### src/rtl/art_pkg.sv
`default_nettype none
package art_pkg;
    localparam int DEPTH = 64;
    localparam int AW = $clog2(DEPTH);
    localparam int CW = $clog2(DEPTH + 1);

    localparam logic [1:0] CMD_SEND  = 2'd0;
    localparam logic [1:0] CMD_ACK   = 2'd1;
    localparam logic [1:0] CMD_CHECK = 2'd2;
    localparam logic [1:0] CMD_RSVD  = 2'd3;

    localparam logic [2:0] K_ADDED   = 3'd0;
    localparam logic [2:0] K_DROPPED = 3'd1;
    localparam logic [2:0] K_ACKED   = 3'd2;
    localparam logic [2:0] K_MISS    = 3'd3;
    localparam logic [2:0] K_RESEND  = 3'd4;
    localparam logic [2:0] K_GAVEUP  = 3'd5;
    localparam logic [2:0] K_IDLE    = 3'd6;

    localparam logic [1:0] REG_MAX_PENDING = 2'd0;
    localparam logic [1:0] REG_ACK_TIMEOUT = 2'd1;
    localparam logic [1:0] REG_MAX_RETRIES = 2'd2;

    localparam logic [6:0]  RST_MAX_PENDING = 7'd50;
    localparam logic [31:0] RST_ACK_TIMEOUT = 32'd3000;
    localparam logic [3:0]  RST_MAX_RETRIES = 4'd5;

    typedef struct packed {
        logic [1:0]  cmd;
        logic [31:0] msg_tag;
        logic [31:0] now_ms;
    } t_item;

    typedef struct packed {
        logic [2:0]  kind;
        logic [31:0] tag_out;
        logic [3:0]  retry_number;
        logic [6:0]  pending_count;
        logic        last;
    } t_result;

    typedef struct packed {
        logic [31:0] tag;
        logic [31:0] ts;
        logic [3:0]  retries;
    } t_entry;
endpackage
`default_nettype wire

### src/rtl/ack_retransmit_tracker.sv
// A send that drops nothing answers in the cycle after start.
// Ack, check and dropping send walk the table entry by entry, each entry
// with a memory read, then evaluate/compact.
// One word in flight at a time; results come out as one-cycle strobes, a check
// may give one per entry. Reset: table empty, registers to defaults.
`default_nettype none
module ack_retransmit_tracker
    import art_pkg::*;
(
    input  wire logic        i_clk,
    input  wire logic        i_rst_n,
    input  wire logic        start,
    input  wire t_item       i_item,
    output logic             busy,
    output logic             o_strobe,
    output t_result          o_result,
    input  wire logic        i_cfg_we,
    input  wire logic [1:0]  i_cfg_idx,
    input  wire logic [31:0] i_cfg_wdata
);
    typedef enum logic [3:0] {
        S_IDLE = 4'b0001,
        S_RD   = 4'b0010,
        S_EV   = 4'b0100,
        S_FIN  = 4'b1000
    } t_state;

    t_state r_state, n_state;
    t_entry mem [DEPTH];
    t_entry r_rdata;

    logic [6:0]    r_max_pending;
    logic [31:0]   r_ack_timeout;
    logic [3:0]    r_max_retries;
    t_item         r_item, n_item;
    logic [CW-1:0] r_cnt, n_cnt, r_end, n_end, r_p, n_p, r_w, n_w;
    logic          r_found, n_found;
    logic [31:0]   r_droptag, n_droptag;
    logic          r_hv, n_hv;
    t_result       r_hold, n_hold;
    logic          r_ov, n_ov;
    t_result       r_out, n_out;

    logic          we;
    logic [AW-1:0] waddr;
    t_entry        wdata;
    logic [CW-1:0] lim;
    logic          drop;
    logic [31:0]   age;
    logic          due;

    always_comb begin
        lim = r_max_pending;
        if (r_max_pending == 7'd0) begin
            lim = CW'(1);
        end else if (r_max_pending > 7'(DEPTH)) begin
            lim = CW'(DEPTH);
        end
        drop = (r_cnt >= lim) && (r_cnt != '0);
        age  = r_item.now_ms - r_rdata.ts;
        due  = age > r_ack_timeout;
    end

    always_comb begin
        n_state = r_state; n_item = r_item; n_cnt = r_cnt; n_end = r_end;
        n_p = r_p; n_w = r_w; n_found = r_found; n_droptag = r_droptag;
        n_hv = r_hv; n_hold = r_hold; n_ov = 1'b0; n_out = r_out;
        we = 1'b0; waddr = r_w[AW-1:0]; wdata = r_rdata;
        unique case (r_state)
            S_IDLE: begin
                if (start) begin
                    n_item = i_item; n_end = r_cnt; n_p = '0; n_w = '0;
                    n_found = 1'b0; n_hv = 1'b0;
                    priority if (i_item.cmd == CMD_SEND && !drop) begin
                        we = 1'b1; waddr = r_cnt[AW-1:0];
                        wdata = '{tag: i_item.msg_tag, ts: i_item.now_ms, retries: 4'd0};
                        n_cnt = r_cnt + 1'b1;
                        n_ov = 1'b1;
                        n_out = '{kind: K_ADDED, tag_out: i_item.msg_tag, retry_number: 4'd0,
                                  pending_count: 7'(n_cnt), last: 1'b1};
                    end else if (i_item.cmd == CMD_SEND) begin
                        n_state = S_RD;
                    end else if (i_item.cmd == CMD_ACK || i_item.cmd == CMD_CHECK) begin
                        n_state = (r_cnt == '0) ? S_FIN : S_RD;
                    end else begin
                        n_ov = 1'b1;
                        n_out = '{kind: K_IDLE, tag_out: 32'd0, retry_number: 4'd0,
                                  pending_count: 7'(r_cnt), last: 1'b1};
                    end
                end
            end
            S_RD: n_state = S_EV;
            S_EV: begin
                logic rm;
                rm = 1'b0;
                unique case (r_item.cmd)
                    CMD_SEND: begin
                        if (r_p == '0) begin
                            rm = 1'b1; n_droptag = r_rdata.tag;
                        end
                    end
                    CMD_ACK: begin
                        if (!r_found && r_rdata.tag == r_item.msg_tag) begin
                            rm = 1'b1; n_found = 1'b1;
                        end
                    end
                    default: begin
                        if (due) begin
                            if (r_hv) begin
                                n_ov = 1'b1; n_out = r_hold;
                            end
                            n_hv = 1'b1;
                            if (r_rdata.retries >= r_max_retries) begin
                                rm = 1'b1;
                                n_hold = '{kind: K_GAVEUP, tag_out: r_rdata.tag,
                                           retry_number: 4'd0,
                                           pending_count: 7'(r_cnt - 1'b1), last: 1'b0};
                            end else begin
                                wdata.retries = r_rdata.retries + 4'd1;
                                wdata.ts = r_item.now_ms;
                                n_hold = '{kind: K_RESEND, tag_out: r_rdata.tag,
                                           retry_number: wdata.retries,
                                           pending_count: 7'(r_cnt), last: 1'b0};
                            end
                        end
                    end
                endcase
                if (rm) begin
                    n_cnt = r_cnt - 1'b1;
                end else begin
                    we = 1'b1; n_w = r_w + 1'b1;
                end
                n_p = r_p + 1'b1;
                n_state = (n_p == r_end) ? S_FIN : S_RD;
            end
            S_FIN: begin
                n_state = S_IDLE;
                n_ov = 1'b1;
                unique case (r_item.cmd)
                    CMD_SEND: begin
                        we = 1'b1;
                        wdata = '{tag: r_item.msg_tag, ts: r_item.now_ms, retries: 4'd0};
                        n_cnt = r_cnt + 1'b1;
                        n_out = '{kind: K_DROPPED, tag_out: r_droptag, retry_number: 4'd0,
                                  pending_count: 7'(n_cnt), last: 1'b1};
                    end
                    CMD_ACK: begin
                        n_out = '{kind: r_found ? K_ACKED : K_MISS, tag_out: r_item.msg_tag,
                                  retry_number: 4'd0, pending_count: 7'(r_cnt), last: 1'b1};
                    end
                    default: begin
                        if (r_hv) begin
                            n_out = r_hold; n_out.last = 1'b1;
                        end else begin
                            n_out = '{kind: K_IDLE, tag_out: 32'd0, retry_number: 4'd0,
                                      pending_count: 7'(r_cnt), last: 1'b1};
                        end
                    end
                endcase
            end
            default: n_state = S_IDLE;
        endcase
    end

    always_ff @(posedge i_clk) begin
        if (we) begin
            mem[waddr] <= wdata;
        end
        r_rdata <= mem[r_p[AW-1:0]];
    end

    always_ff @(posedge i_clk) begin
        r_item <= n_item; r_end <= n_end; r_p <= n_p; r_w <= n_w;
        r_found <= n_found; r_droptag <= n_droptag; r_hold <= n_hold; r_out <= n_out;
        r_hv <= n_hv;
        if (!i_rst_n) begin
            r_state <= S_IDLE;
            r_cnt <= '0;
            r_ov <= 1'b0;
            r_max_pending <= RST_MAX_PENDING;
            r_ack_timeout <= RST_ACK_TIMEOUT;
            r_max_retries <= RST_MAX_RETRIES;
        end else begin
            r_state <= n_state;
            r_cnt <= n_cnt;
            r_ov <= n_ov;
            if (i_cfg_we) begin
                unique case (i_cfg_idx)
                    REG_MAX_PENDING: r_max_pending <= i_cfg_wdata[6:0];
                    REG_ACK_TIMEOUT: r_ack_timeout <= i_cfg_wdata;
                    REG_MAX_RETRIES: r_max_retries <= i_cfg_wdata[3:0];
                    default: ;
                endcase
            end
        end
    end

    assign busy     = (r_state != S_IDLE);
    assign o_strobe = r_ov;
    assign o_result = r_out;

    a_cnt_range: assert property (@(posedge i_clk) disable iff (!i_rst_n)
        r_cnt <= CW'(DEPTH)) else $error("entry count above table depth");
    a_midword_busy: assert property (@(posedge i_clk) disable iff (!i_rst_n)
        o_strobe && !o_result.last |-> busy) else $error("non-final word after walk");
    a_start_answers: assert property (@(posedge i_clk) disable iff (!i_rst_n)
        start && !busy |=> o_strobe || busy) else $error("accepted command got no word");
    a_final_idle: assert property (@(posedge i_clk) disable iff (!i_rst_n)
        o_strobe && o_result.last |-> !busy) else $error("final word while still busy");
endmodule
`default_nettype wire
### config.mk
export PLATFORM = sky130hd
export DESIGN_NAME = ack_retransmit_tracker
export DESIGN_NICKNAME = d
export VERILOG_FILES = /design/src/rtl/art_pkg.sv /design/src/rtl/ack_retransmit_tracker.sv
export SDC_FILE = /design/constraint.sdc
export NUM_CORES = 2
export LEC_CHECK = 0
export BUFFER_PORTS_ARGS = -buffer_cell sky130_fd_sc_hd__buf_2
export CORE_UTILIZATION = 45
export DETAILED_ROUTE_END_ITERATION = 16
export GPL_TIMING_DRIVEN = 0
export PLACE_DENSITY = 0.71
export SYNTH_ARGS = -nofsm -noshare
export SYNTH_HDL_FRONTEND = slang
export SYNTH_MEMORY_MAX_BITS = 65536
export SYNTH_SLANG_ARGS = --single-unit
### constraint.sdc
create_clock -name i_clk -period 8.27 [get_ports i_clk]
set_input_delay 0 -clock i_clk [delete_from_list [all_inputs] [get_ports i_clk]]
set_output_delay 0 -clock i_clk [all_outputs]
set_load 0.05 [all_outputs]
==> summary.md <==
| Metric | Value |
|---|---|
| Remaining antenna violation count | `0` |
| Met2 routed WL | `253000 µm` |
| CTS tree | `done` |
| Share of the core filled with cells in the final layout | `53.4%` |
| Maximum clock rate | `0.121 GHz` |
| Number of nets produced by synthesis | `roughly 8000` |
| Detailed-route wire length per cell | `35.7 µm` |
| Crit Path Max Fanout | `20` |
| Num rows | `232` |
| Count of warnings emitted by yosys | `0` |
| Maximum capacitance violations | `3` |
| Portion of synthesized cell area occupied by the leading cell type | `around three quarters` |
| Share of cells above drive strength 1 | `30.6%` |
| Via/cell ratio | `between 6 and 7` |
| Top Ports | `153` |
| Min Hold Slack | `55.1 ps` |
| Die footprint | `405000 µm²` |
| Power share of the clock group | `29.8%` |
| Max VDD drop | `0.262 mV` |
| Proportion of total power due to net switching | `30.6%` |
| Sequential fraction of the synthesis area | `between 70% and 80%` |
| GRT Util Overall | `about a quarter` |
| Flip-flop and latch count after synthesis | `4686` |
| Sequential share of power | `between 40 and 50%` |
| Predominant post-synthesis flop cell | `edfxtp_1` |
| Critical path data required time | `8970 ps` |
| Post-Synthesis Cells | `7798` |
| Port-buffer cells | `152` |
| Standard cell with the maximum stage delay on the critical path | `a31oi_2` |
| Max-slew violation total from the final report | `31` |
| Synthesized area | `~180000 µm²` |
| Buffers and inverters on the worst path | `5` |
| Number of global-route vias before repair | `92801` |
| Average instance area after synthesis | `23.2 µm²` |
| Final worst slack | `-16.8 ps` |
| Share of the clock period used by the worst path | `100%` |
| Type of element capturing the critical path | `flop` |
| Type of the tightest min-delay check | `in2reg` |
| Estimated wirelength of the detail-placed design | `355000 µm` |
| Met3 wirelength from detailed routing | `slightly below 60000 µm` |
| Clock tree root buffer cell | `clkbuf_16` |
| Overall die height | `637 µm` |
| Cell types with the largest area share after synthesis | `edfxtp_1 76%, mux4_2 18%, dfxtp_1 1.4%` |
| Drc violations | `0` |
| Logic pwr share | `around a quarter` |
| Clock slew seen by the registers of the worst setup and hold paths | `60 ps` |
| Post-route met1 wirelength | `173000 µm` |
| Area growth from synthesis to layout | `18.0%` |
| Fill cells | `28783` |
| Largest incremental delay on the critical path | `between 1000 and 1500 ps` |
| Pin count of the biggest net entering global routing | `between 80 and 90` |
| Kind of start point of the critical path | `flop` |
| Detailed-route via count | `93226` |
| Number of buffers between clock root and the deepest sink | `4` |
| Wire length reported by the detailed router | `~520000 µm` |
| Cell taking the most area after synthesis | `edfxtp_1` |
| Core region area | `about 400000 µm²` |
| Number of DRC markers after the initial detailed-route iteration | `roughly 15000` |
| Violated checks | `max-capacitance violations, max-slew violations, negative setup slack` |
| Clk_lat worst skew | `1000 ps` |
| Effective utilization at floorplan | `a little under half` |
| Cell leakage power | `67.0 nW` |
| Number of buffers created by CTS | `441` |
| Number of clock sinks | `4686` |
| Overflow after GRT | `0` |
| Status | `finished, violations left` |
| Layout Nets | `9155` |
| Number of search-and-repair iterations in the first detailed-routing pass | `7` |
| Most frequent cells after synthesis | `4563 x edfxtp_1, 1428 x mux4_2, 223 x nand2_1, 221 x clkbuf_1, 193 x nor2_1` |
| Pin slew with the least headroom to its limit | `1580 ps` |
| First-pass GRT wire length | `720000 µm` |
| Total net switching power | `21.9 mW` |
| Count of endpoints failing setup in the final report | `5` |
| RSZ-0062 raised after global routing | `yes` |
| Setup Skew | `84.1 ps` |
| Fin crit period | `8290 ps` |
| Crit path cell chain | `inv_1, ha_1, inv_1, fa_1, a211oi_1, nor2_1, o311ai_1, buf_2, a21oi_1, o21ai_1, a211oi_1, mux2i_1, o2111ai_1, ha_1, nand4_1, nor4_1, a22oi_1, a31oi_1, o211ai_1, a21o_1, a31oi_2, nor2_4, buf_12, buf_12` |
| Width of the die | `637 µm` |
| Top routing layer used | `met5` |
| Max-Slew Margin vs Limit | `-5.16%` |
| Share of async-settable or async-resettable flops after synthesis | `0%` |
| Int Pwr | `49.7 mW` |
| Number of flops mapped to enable cells by yosys | `4563` |
| Final RePlAce weighted congestion | `about 0.94` |
| Cell family with most CP delay | `compound AO/OA/AOI/OAI gates` |
| Data arrival time of the critical path | `around 9000 ps` |
| Netlist cell types | `70` |
| H-Tree Depth | `5` |
| Worst setup path category | `reg2reg` |
| Pwr dens | `335 nW/µm²` |
| Top-count cell post-synth | `edfxtp_1` |
| Initial antenna violation count | `79` |
| Fin. Hold Viols | `0` |
[path summary, 6_finish.rpt]
check / startpoint / endpoint / slack, ps / cells past startpoint
worst max-delay path: r_item[0] / mem[29][1] / -20 / 24
worst min-delay path: i_item[22] / r_item[22] / 60 / 2
worst max register to register: r_item[0] / mem[29][1] / -20 / 24
worst min register to register: r_ack_timeout[0] / r_ack_timeout[0] / 510 / 2
[through the flow]
| step | worst slack, ps | total power, mW | cell area, µm² | TNS (ps) | std cells |
|---|---|---|---|---|---|
| final | -16.8 | 71.6 | 214000 | -35.0 | 14702 |
| after global routing | -196 | 73.2 | 214000 | -53020 | 14641 |
| after CTS | 87.7 | 71.2 | 213000 | 0 | 14555 |
| after detailed placement | -474 | 50.1 | 195000 | -294270 | 13477 |
| after global placement | -6310 | 48.8 | 189000 | - | 13215 |
| after floorplan | 620 | 42.6 | 181000 | 0 | 7798 |
[flip-flops by register name (all words and copies together) (netlist names)]
register	flops
r_found	1
r_droptag	32
r_p	7
r_state	4
r_cnt	7
r_max_retries	4
r_rdata	68
r_end	7
r_item	66
r_ack_timeout	32
r_w	6
o_strobe	1
r_hv	1
o_result	47
r_max_pending	7
mem	4352
r_hold	44
[metal layers]
layer  global-route usage, %  vias up
met3                    5.95     1441
li1                        -    35782
met2                    41.3     6829
met1                    30.9    49152
met4                    16.2       22
met5                       0        -
[power by group through the flow]
stage	clock, mW	combinational (mW)	sequential (mW)
3_3_place_gp	0	15.8	32.9
6_report	21.3	18.6	31.7
5_1_grt	22.3	19.2	31.7
3_5_place_dp	0	17.9	32.2
2_1_floorplan	0	9.98	32.6
4_1_cts	21.4	18.2	31.7
[cells by family after synthesis]
group                    synth area share, %
multiplexers                            18.0
AO/OA/AOI/OAI                           1.55
flip-flops                              76.9
adder cells (fa/ha/maj)                0.584
AND/OR/NAND/NOR                         1.36
buffers and inverters                   1.11
XOR/XNOR                               0.425
[cells in the final DEF, fill, tap and decap left out, types with 20 or more instances in the layout]
cell,count
a21boi_0,26
a21oi_1,92
a221o_1,39
a22oi_1,59
buf_1,70
buf_12,215
buf_16,50
buf_2,240
buf_4,65
bufinv_16,69
clkbuf_1,276
clkbuf_16,444
clkbuf_2,23
clkinv_1,77
clkinv_2,86
clkinvlp_4,20
dfxtp_1,123
diode_2,85
dlygate4sd3_1,250
edfxtp_1,4563
ha_1,83
inv_1,94
mux2i_1,53
mux4_2,1428
nand2_1,194
nand2_2,30
nand3_1,21
nor2_1,128
nor2_4,65
nor3_1,20
o21ai_0,48
o21ai_4,23
xnor2_1,64
xor2_1,24
[area by class of cell]
cell class	count	area [µm²]	share of cell area, %
sequential	4686	139000	65.2
multi-input combinational	2621	40800	19.1
clock buffer	534	11600	5.42
timing repair buffer	726	9420	4.41
tap	5265	6590	3.08
clock inverter	294	3690	1.73
buffer	395	1680	0.787
inverter	96	365	0.171
antenna	85	213	0.0995
[timing repair]
action / CTS / global route
hold buffers: 250 / 0
resized for setup: 3 / 6
pin swaps: 0 / 14
endpoints found under the hold margin: 1730 / 0
setup endpoints to repair: 1277 / 4177
buffers inserted: 0 / 62
(Power assumes the default switching activity.)
